===== src/rtl/core/moving_average_lowpass_defines.svh =====
// ----------------------------------------------------------------------------
// Moving average low-pass: assertion macros
// Shared concurrent assertion wrappers; NO_ASSERTIONS compiles them out.
// ----------------------------------------------------------------------------
`ifndef MOVING_AVERAGE_LOWPASS_DEFINES_SVH
`define MOVING_AVERAGE_LOWPASS_DEFINES_SVH

`ifndef NO_ASSERTIONS
`define MAL_ASSERT(label, clk, rst, prop) \
   label: assert property (@(posedge clk) disable iff (rst) (prop)) \
      else $error("moving average lowpass: assertion failed");
`define MAL_ASSERT_NEXT(label, clk, rst, pre, post) \
   label: assert property (@(posedge clk) disable iff (rst) (pre) |=> (post)) \
      else $error("moving average lowpass: sequence check failed");
`else
`define MAL_ASSERT(label, clk, rst, prop)
`define MAL_ASSERT_NEXT(label, clk, rst, pre, post)
`endif

`endif


===== src/rtl/core/mal_pkg.sv =====
// ----------------------------------------------------------------------------
// Moving average low-pass package
// Sizes, derived widths and the controller/datapath command and status types.
// ----------------------------------------------------------------------------
package mal_pkg;

   localparam int RING_DEPTH = 1024;
   localparam int SAMPLE_W   = 16;
   localparam int WINDOW_W   = 10;

   // ring is stored as rows of LANES samples so row valid bits stay few
   localparam int LANES      = 4;
   localparam int LANE_W     = $clog2(LANES);
   localparam int ROWS       = (RING_DEPTH + LANES - 1) / LANES;
   localparam int ROW_W      = (ROWS > 1) ? $clog2(ROWS) : 1;
   localparam int ROW_DATA_W = LANES * SAMPLE_W;

   localparam int IDX_W      = $clog2(RING_DEPTH);
   localparam int WIN_W      = $clog2(RING_DEPTH + 1);
   localparam int SUM_W      = SAMPLE_W + WIN_W;
   localparam int CNT_W      = $clog2(SUM_W + 1);

   localparam int CMP_A      = (WINDOW_W > WIN_W) ? WINDOW_W : WIN_W;
   localparam int CMP_W      = (CMP_A > ROW_W + LANE_W) ? CMP_A : ROW_W + LANE_W;

   typedef struct packed {
      logic accept;
      logic scan_rd;
      logic scan_acc;
      logic rd_old;
      logic write;
      logic div_go;
      logic mod_go;
      logic load_rsp;
   } cmd_type;

   typedef struct packed {
      logic need_scan;
      logic scan_last;
      logic stale;
      logic div_done;
      logic rsp_free;
   } status_type;

endpackage


===== src/rtl/core/mal_ctrl.sv =====
// ----------------------------------------------------------------------------
// Moving average low-pass controller
// Sequences rescan, ring update, divide and result hand-off per sample.
// ----------------------------------------------------------------------------
`include "moving_average_lowpass_defines.svh"

module mal_ctrl (
   input  logic                 clock,
   input  logic                 reset,
   input  logic                 req_valid,
   output logic                 req_ready,
   input  mal_pkg::status_type  status,
   output mal_pkg::cmd_type     cmd
);
   typedef enum logic [9:0] {
      S_IDLE     = 10'b0000000001,
      S_SCAN_RD  = 10'b0000000010,
      S_SCAN_ACC = 10'b0000000100,
      S_RD_OLD   = 10'b0000001000,
      S_WRITE    = 10'b0000010000,
      S_DIV_GO   = 10'b0000100000,
      S_DIV_WAIT = 10'b0001000000,
      S_MOD_GO   = 10'b0010000000,
      S_MOD_WAIT = 10'b0100000000,
      S_OUT      = 10'b1000000000
   } ctrl_state_type;

   ctrl_state_type state_ff, state_in;

   always_comb begin
      state_in = state_ff;
      cmd      = '0;
      unique case (state_ff)
         S_IDLE: begin
            if (req_valid) begin
               cmd.accept = 1'b1;
               state_in   = status.need_scan ? S_SCAN_RD : S_RD_OLD;
            end
         end
         S_SCAN_RD: begin
            cmd.scan_rd = 1'b1;
            state_in    = S_SCAN_ACC;
         end
         S_SCAN_ACC: begin
            cmd.scan_acc = 1'b1;
            state_in     = status.scan_last ? S_RD_OLD : S_SCAN_RD;
         end
         S_RD_OLD: begin
            cmd.rd_old = 1'b1;
            state_in   = S_WRITE;
         end
         S_WRITE: begin
            cmd.write = 1'b1;
            state_in  = S_DIV_GO;
         end
         S_DIV_GO: begin
            cmd.div_go = 1'b1;
            state_in   = S_DIV_WAIT;
         end
         S_DIV_WAIT: begin
            if (status.div_done) begin
               state_in = status.stale ? S_MOD_GO : S_OUT;
            end
         end
         S_MOD_GO: begin
            cmd.mod_go = 1'b1;
            state_in   = S_MOD_WAIT;
         end
         S_MOD_WAIT: begin
            if (status.div_done) begin
               state_in = S_OUT;
            end
         end
         S_OUT: begin
            // output buffer takes the result once the previous one has gone
            if (status.rsp_free) begin
               cmd.load_rsp = 1'b1;
               state_in     = S_IDLE;
            end
         end
         default: begin
            state_in = S_IDLE;
         end
      endcase
   end

   always_ff @(posedge clock) begin
      if (reset) begin
         state_ff <= S_IDLE;
      end else begin
         state_ff <= state_in;
      end
   end

   assign req_ready = state_ff == S_IDLE;

   `MAL_ASSERT_NEXT(a_accept_starts_work, clock, reset, cmd.accept,
                    state_ff == S_SCAN_RD || state_ff == S_RD_OLD)
   `MAL_ASSERT_NEXT(a_write_then_divide, clock, reset, state_ff == S_WRITE,
                    state_ff == S_DIV_GO)
   `MAL_ASSERT(a_done_only_when_waiting, clock, reset,
               !status.div_done || state_ff == S_DIV_WAIT || state_ff == S_MOD_WAIT)
endmodule


===== config.mk =====
export PLATFORM = sky130hd
export DESIGN_NAME = mal_ctrl
export DESIGN_NICKNAME = d
export VERILOG_FILES = /design/src/rtl/core/mal_pkg.sv /design/src/rtl/core/mal_ctrl.sv
export VERILOG_INCLUDE_DIRS = /design/src /design/src/rtl/core
export SDC_FILE = /design/constraint.sdc
export NUM_CORES = 1
export LEC_CHECK = 0
export ABC_AREA = 1
export BUFFER_PORTS_ARGS = -buffer_cell sky130_fd_sc_hd__buf_2
export CAP_MARGIN = 20
export CELL_PAD_IN_SITES_DETAIL_PLACEMENT = 1
export CELL_PAD_IN_SITES_GLOBAL_PLACEMENT = 2
export CORE_UTILIZATION = 23
export CTS_CLUSTER_SIZE = 10
export DETAILED_ROUTE_END_ITERATION = 10
export PLACE_DENSITY = 0.75
export SKIP_CTS_REPAIR_TIMING = 1
export SLEW_MARGIN = 25
export SYNTH_ARGS = -nofsm -noshare
export SYNTH_HDL_FRONTEND = slang
export SYNTH_SLANG_ARGS = --single-unit

===== constraint.sdc =====
create_clock -name clock -period 1.1 [get_ports clock]
set_input_delay 0.055 -clock clock [delete_from_list [all_inputs] [get_ports clock]]
set_output_delay 0.055 -clock clock [all_outputs]
set_load 0.01 [all_outputs]

# After elaboration in Yosys (flattened, before gate mapping)
# Index checks and enable logic that the tools add are counted.
# classes
n_addsub,0
mul,0
div_mod_pow,0
magnitude_cmp,0
eq_ne,14
n_shift,0
muxes,18
n_bitwise,0
reduce_logical,1
# ops
operator,n
$pmux 10 s10,1
$mux 10,5
$eq 10x1->1 const B,1
$eq 10x10->1 const B,1
$eq 10x2->1 const B,1
$eq 10x3->1 const B,1
$eq 10x4->1 const B,1
$eq 10x5->1 const B,1
$eq 10x6->1 const B,1
$eq 10x7->1 const B,1
$eq 10x8->1 const B,1
$eq 10x9->1 const B,1
$mux 1,10
$mux 4,2
$ne 2x2->1 const B,4
$reduce_and 4->1,1
# totals
ff_bits,10
latch_bits,0
mem_bits_rw,0
romBits,0
output_inout_bits,9
elab_cells,34
memories,0

# Logic depth before layout (Yosys ltp)
# Gate-level depths: netlist (run 1).
# depth
ltp_word,3
ltp_mapped,10

# Worst setup path before layout (run 1)
# OpenSTA, ideal clock, no wires.
# synth_timing
path_kind,register -> register
startpoint,register state_ff[2]
endpoint,register state_ff[8]
setup_time_ns,0.112
arrival_time_ns,1.094
t_required_ns,0.988
setup_slack_ns,-0.105
stages_incl_launch_ff,11
path_buffers,0
synth_period_minus_slack_ns,1.205
cell_sequence,dfxtp_1 -> nor2_4 -> nand2_4 -> nor2_4 -> nand2_2 -> nand2_2 -> nand2_2 -> nand2_4 -> inv_4 -> nor2_2 -> nor2_1
# synth_between
elab_chain_len,3
elab_cells_between_ends,16
classes_between,eq/ne (14); mux (1); reduce/logical (1)
# synth_lines
element,line_no,source
from (decl),mal_ctrl.sv:28,"ctrl_state_type state_ff, state_in;"
from (signal assigned),mal_ctrl.sv:91,state_ff <= state_in;
"$eq 10x7->1, or another cell as far along",mal_ctrl.sv:33,unique case (state_ff)
$ne 2x2->1 (no line),-,
$reduce_and 4->1 (no line),-,
# Parallel ways exist; a longest one is shown, timed or not.
# A chain may end at the register's enable or synchronous reset.

==> results of run 1 <==
==> synthesized netlist by cell type <==
master	instances	area share, %
nand2_2	6	5.3
o21bai_1	1	1.1
dfxtp_1	10	29
nor3_1	1	0.71
nor2_2	3	2.7
nand3_1	9	6.4
inv_4	1	0.89
inv_1	26	14
o21ai_0	3	2.1
nand3_2	1	1.4
nor2_1	21	11
clkinv_1	1	0.53
nand2_4	2	3.2
nand2_1	24	13
nor2_4	5	8.0
inv_2	2	1.1
==> critical path, stage by stage (launching register included) <==
cell and delay (ps):
dfxtp_2 340, nor2_4 140, nand2_4 80, nor2_4 160, nand2_2 70, buf_4 130, nor2_1 70, buf_2 130
==> path summary, 6_finish.rpt <==
path	slack (ps)	endpoint
hold reg to reg	620	state_ff[8]
setup reg to reg	-300	state_ff[3]
hold / removal	50	state_ff[7]
setup / recovery	-330	cmd[7]
==> routing by layer <==
| layer | up-vias | GRT usage [%] |
|---|---|---|
| met2 | 10 | 24.2 |
| met5 | - | 0 |
| met4 | 0 | 3.14 |
| li1 | 417 | - |
| met1 | 369 | 16.9 |
| met3 | 2 | 4.08 |
==> per-stage QoR <==
stage               cells  instance area (sq um)  hold WS [ps]  setup slack (ps)
finish                187                   1090          47.5              -334
global route          187                   1090          31.4              -432
CTS                   182                    993         -64.2              -440
detailed placement    178                    957           237              -227
global placement      178                    957           238              -217
floorplan             116                    726           126             -84.5
==> area by class of cell <==
cell class                      instances  share of cell area [%]
Tap cell                               31                    3.56
Timing Repair Buffer                   36                    23.7
Sequential cell                        10                    19.2
Inverter                               30                    10.8
Multi-Input combinational cell         76                    39.4
Clock buffer                            4                    3.33
==> power by group <==
group	internal, mW	switching, mW	total [mW]
Clock	0.201	0.151	0.352
Sequential	0.475	0.111	0.586
Combinational	1.07	1.14	2.21
Total	1.75	1.41	3.15
==> cell families (layout without fill, tap and decap cells) <==
| group | count (synthesis) | in the layout | share of synthesized area (%) |
|---|---|---|---|
| compound gates | 4 | 4 | 3.21 |
| buf+inv | 30 | 70 | 16.4 |
| flops | 10 | 10 | 28.5 |
| simple gates | 72 | 72 | 51.9 |
==> run metrics, run 1 <==
crit end category=output port; multi-input logic area=between 400 and 500 sq um; sequential cell area fraction in the yosys report=28.5%; via count of the first global-routing pass=845; average footprint of a synthesized cell=6.05 sq um; PwrDens=2900 nW/um^2; Port Buffers=16; commonest non-fill, non-tap cell in the layout=inv_1; gr usage total=around 14%; total number of vias=798; hpwl dp=around 1700 microns; final setup violation count=19; weighted congestion reported at the end of routability-driven placement=0.789; maximum clock rate=0.697 GHz; layout cell share with drive strength beyond 1=49.4%; setup total negative slack=-5250 ps; Tcrit/Tclk final=130%; detailed-routing iteration count for the pre-antenna-repair pass=3; remaining global-route overflow=0; TritonCTS Buffers=3; metal2 WL=1020 microns; routed length on met1=910 microns; final setup slack of the worst path=-334 ps; pin count of the biggest net entering global routing=10; vias per cell=4.27; Detail Route Antenna Nets=0; clock root buffer=clkbuf_4; registers with the highest flip-flop counts=state_ff: 10 flops; IR Drop Worst-Case VDD=1100 uV; cell area after technology mapping=702 sq um; status=complete, but fails checks; Worst Setup Path Type=flip-flop to output port; worst relative slew slack=81.4%; hold violation total from the final report=0; unrepaired setup endpoints after global routing=true; Hold Crit Start=status[2]; core area=2830 sq um; final core utilization=38.5%; Max Transition Viols Final=0; data arrival at the endpoint of the critical path=between 1000 and 1500 ps; Die Y-Extent=approximately 57 microns; distinct cell type count after synthesis=16; final worst clock skew=0.378 ps; Worst Setup SP=state_ff[8]; starting density of the core=between 20% and 30%; largest fanout of any net on the critical path=3; Sequential Area=209 sq um; Worst-Margin Slew=278 ps; Iteration-0 DRC Markers=6; number of antenna violations at the first check in global routing=0; met3 WL post-DR=57 microns; Hold WC Path Type=input pin to flip-flop; count of fill cells added during filler insertion=377; wire length of the first global-routing pass=3510 microns; top layer in use=met4; required time of the critical path=1040 ps; count of yosys warnings during synthesis=0; violated checks=negative setup slack; flip-flop and latch count after synthesis=10; Post-layout nets=165; Final Routed Wirelength=2000 microns; leading cell types in the layout, fill and taps excluded=inv_1 (22), nor2_1 (19), nand2_1 (19); clock tree from TritonCTS=yes; final period demand of the worst path=1430 ps; Die Footprint=3280 sq um; Worst-path clk slew=around 80 ps; number of max-capacitance violations reported=0; Startpoint Class=flip-flop; Worst R2R Path Depth=11; total leakage power=0.632 nW; number of instances in the synthesized netlist=116; signed area change from the synthesized netlist to the final layout=55.1%; reg-to-reg critical path startpoint=state_ff[2]; wire length per cell after detailed routing=between 10 and 15 microns; Antenna diodes=0; power consumption=3.15 mW; total clock sinks=10; Clock Tree Buf Depth=2; syn nets=124; clk_lat worst skew=270 ps; total number of H-tree levels=1; register name with the most flops=state_ff; count of pins on the block boundary=17; max reg flops=10; horizontal die dimension=around 57 microns; DRC=0; Rows=19; hold depth=3
(Power assumes the default switching activity.)
==> inputs of run 2 (changes only) <==
--- a/config.mk
+++ b/config.mk
@@ -6,12 +6,11 @@
 export SDC_FILE = /design/constraint.sdc
 export NUM_CORES = 1
 export LEC_CHECK = 0
-export ABC_AREA = 1
 export BUFFER_PORTS_ARGS = -buffer_cell sky130_fd_sc_hd__buf_2
 export CAP_MARGIN = 20
 export CELL_PAD_IN_SITES_DETAIL_PLACEMENT = 1
 export CELL_PAD_IN_SITES_GLOBAL_PLACEMENT = 2
-export CORE_UTILIZATION = 23
+export CORE_UTILIZATION = 27
 export CTS_CLUSTER_SIZE = 10
 export DETAILED_ROUTE_END_ITERATION = 10
 export PLACE_DENSITY = 0.75
==> run metrics, run 2 <==
number of instances in the synthesized netlist=77 (-34%); hold violation total from the final report=0 (unchanged); buffers and inverters on the worst path=3 (+1); TritonCTS Buffers=3 (unchanged); layout cell share with drive strength beyond 1=74.0% (+25 points); clock tree from TritonCTS=yes; hpwl dp=1810 microns (+9.4%); core area=2480 sq um (-12%); number of antenna violations at the first check in global routing=0 (unchanged); weighted congestion reported at the end of routability-driven placement=0.811 (+2.7%); Hold WC Path Type=input pin to flip-flop; largest fanout of any net on the critical path=5 (+2); status=complete, but fails checks; required time of the critical path=1040 ps (about the same); FF-to-FF setup slack=-620 ps (-320 ps); fraction of power spent switching nets=33.1% (-12 points); Antenna diodes=0 (unchanged); worst min-delay path endpoint=state_ff[7]; setup total negative slack=-11280 ps (-6030 ps); IR Drop Worst-Case VDD=871 uV (-21%); cell family with the largest share of critical-path delay=simple AND/OR/NAND/NOR gates; sequential cell area fraction in the yosys report=28.3% (-0.25 points); wire length of the first global-routing pass=3710 microns (+5.5%); total number of vias=795 (-0.38%); Main synth FF type=dfxtp_1; syn nets=85 (-31%); Startpoint Class=flip-flop; final worst clock skew=7.07 ps (+6.69 ps); Tcrit/Tclk final=163% (+33 points); share of power burned in the clock network=25.1% (+14 points); Reg power frac=29.2% (+11 points); crit end category=output port; Die Y-Extent=53.2 microns (-7.0%); total number of H-tree levels=1 (unchanged); Worst-Margin Slew=301 ps (+23.8 ps); hold depth=3 (unchanged); Die Footprint=2830 sq um (-14%); count of pins on the block boundary=17 (unchanged); via count of the first global-routing pass=770 (-8.9%); Worst-path clk slew=80 ps (about the same); internal power summed over all cells=0.943 mW (-46%); Max Transition Viols Final=0 (unchanged); critical path cell sequence=nor4_4, buf_4, buf_6, nand3_4, nor3b_4, buf_2; wire length per cell after detailed routing=16.2 microns (+52%); async set or reset register ratio after synthesis=0% (unchanged); Worst R2R Path Depth=7 (-4); clock root buffer=clkbuf_4; horizontal die dimension=53.2 microns (-7.0%); violated checks=negative setup slack; flip-flop and latch count after synthesis=10 (unchanged); most numerous cell in the Yosys netlist=dfxtp_1; Iteration-0 DRC Markers=5 (-1); Synth top cells by count=dfxtp_1 (10), nor3b_1 (8), nor2_1 (6); maximum cell stage delay along the critical path=370 ps (+30 ps); Hold Crit Start=status[2]; Detail Route Antenna Nets=0 (unchanged); combinational cell fraction of total power=45.7% (-25 points); number of flops mapped to enable cells by yosys=0 (unchanged); detailed-routing iteration count for the pre-antenna-repair pass=3 (unchanged); total leakage power=0.573 nW (-9.3%); Clock Tree Buf Depth=2 (unchanged); final setup slack of the worst path=-692 ps (-359 ps); count of yosys warnings during synthesis=0 (unchanged); Slowest-stage cell, CP=dfxtp_4; pin count of the biggest net entering global routing=9 (-1); net load switching power=0.467 mW (-67%); cell area after technology mapping=708 sq um (+0.89%); final core utilization=52.6% (+14 points); distinct cell type count after synthesis=37 (+21); data arrival at the endpoint of the critical path=1740 ps (+360 ps); final period demand of the worst path=1790 ps (+359 ps); cell type with the largest total area after synthesis=dfxtp_1; max reg flops=10 (unchanged); Post-layout nets=136 (-18%); starting density of the core=28.6% (+3.8 points); Rows=18 (-1); DRC=0 (unchanged); Port Buffers=16 (unchanged); commonest non-fill, non-tap cell in the layout=buf_4; Worst Setup Path Type=flip-flop to output port; reg-to-reg critical path startpoint=state_ff[6]; remaining global-route overflow=0 (unchanged); unrepaired setup endpoints after global routing=true; critical register-to-register path endpoint=state_ff[7]; leading cell types in the layout, fill and taps excluded=buf_4 (29), buf_2 (13), buf_6 (8); Final Routed Wirelength=2540 microns (+27%); area share of the largest cell type after synthesis=28.3% (-0.25 points); worst relative slew slack=79.7% (-1.6 points); gr usage total=18.8% (+4.9 points); average footprint of a synthesized cell=9.20 sq um (+52%); cell count along the critical path=6 (-1); register name with the most flops=state_ff; power consumption=1.41 mW (-55%); Worst Setup SP=state_ff[6]; vias per cell=5.06 (+19%); PwrDens=1080 nW/um^2 (-63%); registers with the highest flip-flop counts=state_ff: 10 flops; biggest area contributors in the synthesized netlist=dfxtp_1 (28%), nor3b_1 (8.5%), nor3b_2 (7.1%); total clock sinks=10 (unchanged); signed area change from the synthesized netlist to the final layout=84.1%; maximum clock rate=0.558 GHz (-20%); clk_lat worst skew=280 ps (about the same); final setup violation count=19 (unchanged); number of max-capacitance violations reported=0 (unchanged)
run 2: worst max-delay path by stage:
stage                        to  slack (ps)
floorplan           state_ff[7]        -420
detailed placement  state_ff[7]        -620
finish                   cmd[5]        -690
global placement    state_ff[7]        -580
global route             cmd[5]        -770
CTS                      cmd[5]        -790
run 2: worst min-delay path, cell delays in order:
cell	delay, ps
buf_2	110
nand2_1	80
nor4_2	40
run 2: cell families after synthesis:
family                 after synthesis  synth area share [%]
XOR/XNOR                             3                  3.71
flip-flops                          10                  28.3
AND/OR/NAND/NOR                     43                  48.2
AO/OA/AOI/OAI                       13                  13.8
buffers and inverters                8                  6.01
run 2: final cells by class:
cell class | count | area (sq um)
clock buffer | 4 | 36.3
multi-input combinational | 59 | 609
sequential | 10 | 216
tap | 30 | 37.5
timing repair buffer | 51 | 393
inverter | 3 | 11.3
fill | 284 | 1170
run 2: power by group through the flow:
stage	registers (mW)	logic [mW]	clock network, mW
floorplan	0.403	0.274	0
global placement	0.422	0.447	0
detailed placement	0.421	0.458	0
CTS	0.413	0.461	0.354
global route	0.414	0.692	0.371
finish	0.412	0.645	0.354
run 2: layer usage:
layer	vias up	GRT usage (%)	share of wire, %
met2	16	32.3	53
met5	-	0	0
met3	5	4.31	2.9
met4	0	5.26	1.8
li1	387	-	-
met1	387	22.9	42
run 2: metrics by stage:
step	hold slack [ps]	area, sq um	setup WS, ps	instances
finish	45.9	1300	-692	157
global route	59.0	1300	-774	157
CTS	41.3	1080	-795	147
detailed placement	328	1040	-623	143
global placement	315	1040	-583	143
floorplan	124	761	-418	77
==> inputs of run 3 (changes only) <==
--- a/config.mk
+++ b/config.mk
@@ -10,9 +10,11 @@
 export CAP_MARGIN = 20
 export CELL_PAD_IN_SITES_DETAIL_PLACEMENT = 1
 export CELL_PAD_IN_SITES_GLOBAL_PLACEMENT = 2
+export CORE_MARGIN = 4
 export CORE_UTILIZATION = 27
 export CTS_CLUSTER_SIZE = 10
 export DETAILED_ROUTE_END_ITERATION = 10
+export GPL_TIMING_DRIVEN = 1
 export PLACE_DENSITY = 0.75
 export SKIP_CTS_REPAIR_TIMING = 1
 export SLEW_MARGIN = 25
==> run metrics, run 3 (synthesis results as in run 2) <==
DRC=0 (unchanged); clock tree from TritonCTS=yes; data arrival at the endpoint of the critical path=1790 ps (+50 ps); core area=2500 sq um (+0.91%); buffers and inverters on the worst path=2 (-1); hold violation total from the final report=0 (unchanged); Hold WC Path Type=input pin to flip-flop; crit end category=output port; Worst-Margin Slew=324 ps (+22.9 ps); PwrDens=1090 nW/um^2 (+0.55%); commonest non-fill, non-tap cell in the layout=buf_4; IR Drop Worst-Case VDD=647 uV (-26%); status=complete, but fails checks; Port Buffers=16 (unchanged); via count of the first global-routing pass=782 (+1.6%); final worst clock skew=10.4 ps (+3.28 ps); Final Instance Area=1300 sq um (-0.38%); gr usage total=15.1% (-3.7 points); total number of H-tree levels=1 (unchanged); pin count of the biggest net entering global routing=9 (unchanged); count of pins on the block boundary=17 (unchanged); Max Transition Viols Final=0 (unchanged); worst relative slew slack=78.2% (-1.5 points); total clock sinks=10 (unchanged); starting density of the core=28.3% (-0.26 points); wire length of the first global-routing pass=3870 microns (+4.5%); register name with the most flops=state_ff; dpl cell area=998 sq um (-4.1%); Clock Tree Buf Depth=2 (unchanged); Worst Setup Path Type=flip-flop to output port; total number of vias=822 (+3.4%); largest fanout of any net on the critical path=5 (unchanged); leading cell types in the layout, fill and taps excluded=buf_4 (37), buf_2 (13), nor3b_1 (7); Die Footprint=3510 sq um (+24%); total leakage power=0.584 nW (+1.8%); max reg flops=10 (unchanged); cell family with the largest share of critical-path delay=simple AND/OR/NAND/NOR gates; weighted congestion reported at the end of routability-driven placement=0.840 (+3.6%); hpwl dp=1830 microns (+1.0%); Rows=18 (unchanged); detailed-routing iteration count for the pre-antenna-repair pass=6 (+3); final cell count without fillers=160 (+1.9%); signed area change from the synthesized netlist to the final layout=83.4%; horizontal die dimension=59.2 microns (+11%); unrepaired setup endpoints after global routing=true; final setup slack of the worst path=-743 ps (-50.9 ps); remaining global-route overflow=0 (unchanged); number of antenna violations at the first check in global routing=0 (unchanged); metal2 WL=1640 microns (+22%); wire length per cell after detailed routing=18.6 microns (+15%); clock root buffer=clkbuf_4; vias per cell=5.14 (+1.5%); Post-layout nets=139 (+2.2%); Final Routed Wirelength=2980 microns (+17%); violated checks=negative setup slack; Startpoint Class=flip-flop; Die Y-Extent=59.2 microns (+11%); Tcrit/Tclk final=168% (+4.6 points); maximum cell stage delay along the critical path=370 ps (about the same); number of max-capacitance violations reported=0 (unchanged); maximum clock rate=0.543 GHz (-2.8%); top layer in use=met4; final setup violation count=19 (unchanged); Slowest-stage cell, CP=dfxtp_4; final period demand of the worst path=1840 ps (+50.9 ps); layout cell share with drive strength beyond 1=69.2% (-4.8 points); Worst-path clk slew=90 ps (about the same); critical path cell sequence=nor4_4, buf_4, nand3b_4, nor3b_4, and2_4, buf_6; routed length on met1=1280 microns (+18%); # placed instances=139 (-2.8%); Iteration-0 DRC Markers=19 (+14); TritonCTS Buffers=3 (unchanged); registers with the highest flip-flop counts=state_ff: 10 flops; required time of the critical path=1040 ps (about the same); Antenna diodes=0 (unchanged); Detail Route Antenna Nets=0 (unchanged); clk_lat worst skew=280 ps (about the same); met3 WL post-DR=39 microns (-48%); setup total negative slack=-11550 ps (-269 ps)
==> run 3: cell types whose count changed in the layout (fill, tap and decap cells not counted), sizes merged <==
cell	previous run	this run
buf	51	54
==> run 3: path summary, 6_finish.rpt <==
kind	slack, ps	startpoint	to	cells after the start
worst min register to register	660	state_ff[6]	state_ff[6]	2
worst min-delay path	50	reset	state_ff[5]	2
worst max register to register	-610	state_ff[8]	state_ff[7]	7
worst max-delay path	-740	state_ff[8]	cmd[7]	6
==> run 3: per-stage QoR <==
| step | power (mW) | setup slack [ps] | hold slack [ps] | utilization (%) |
|---|---|---|---|---|
| global route | 1.50 | -838 | 65.6 | 52.0 |
| detailed placement | 0.855 | -533 | 345 | 39.9 |
| floorplan | 0.678 | -418 | 124 | - |
| CTS | 1.21 | -831 | 52.0 | 41.4 |
| finish | 1.41 | -743 | 53.3 | 52.0 |
| global placement | 0.838 | -516 | 325 | 39.9 |
==> run 3: per-layer routing <==
layer / vias to the layer above / GRT usage, %
li1: 393 / -
met1: 417 / 18.6
met2: 10 / 26.2
met3: 2 / 1.96
met4: 0 / 5.83
met5: - / 0
==> run 3: cell type report <==
type	count	area [sq um]
fill	300	1200
multi-input combinational	59	611
timing repair buffer	54	388
sequential	10	215
tap	30	37.5
clock buffer	4	36.3
inverter	3	11.3
==> run 3: worst register-to-register path: cells and delay by family, from the launching register on <==
| kind | cells | cell delay (ps) |
|---|---|---|
| compound gates | 1 | 130 |
| xor+xnor | 1 | 160 |
| buf+inv | 2 | 280 |
| flops | 1 | 370 |
| simple gates | 3 | 660 |
==> run 3: power breakdown <==
part	total, mW	leakage, nW	switching (mW)	internal, mW
Sequential	0.403	0.0850	0.0275	0.376
Combinational	0.649	0.478	0.295	0.354
Clock	0.360	0.0210	0.159	0.201
Total	1.41	0.584	0.481	0.931
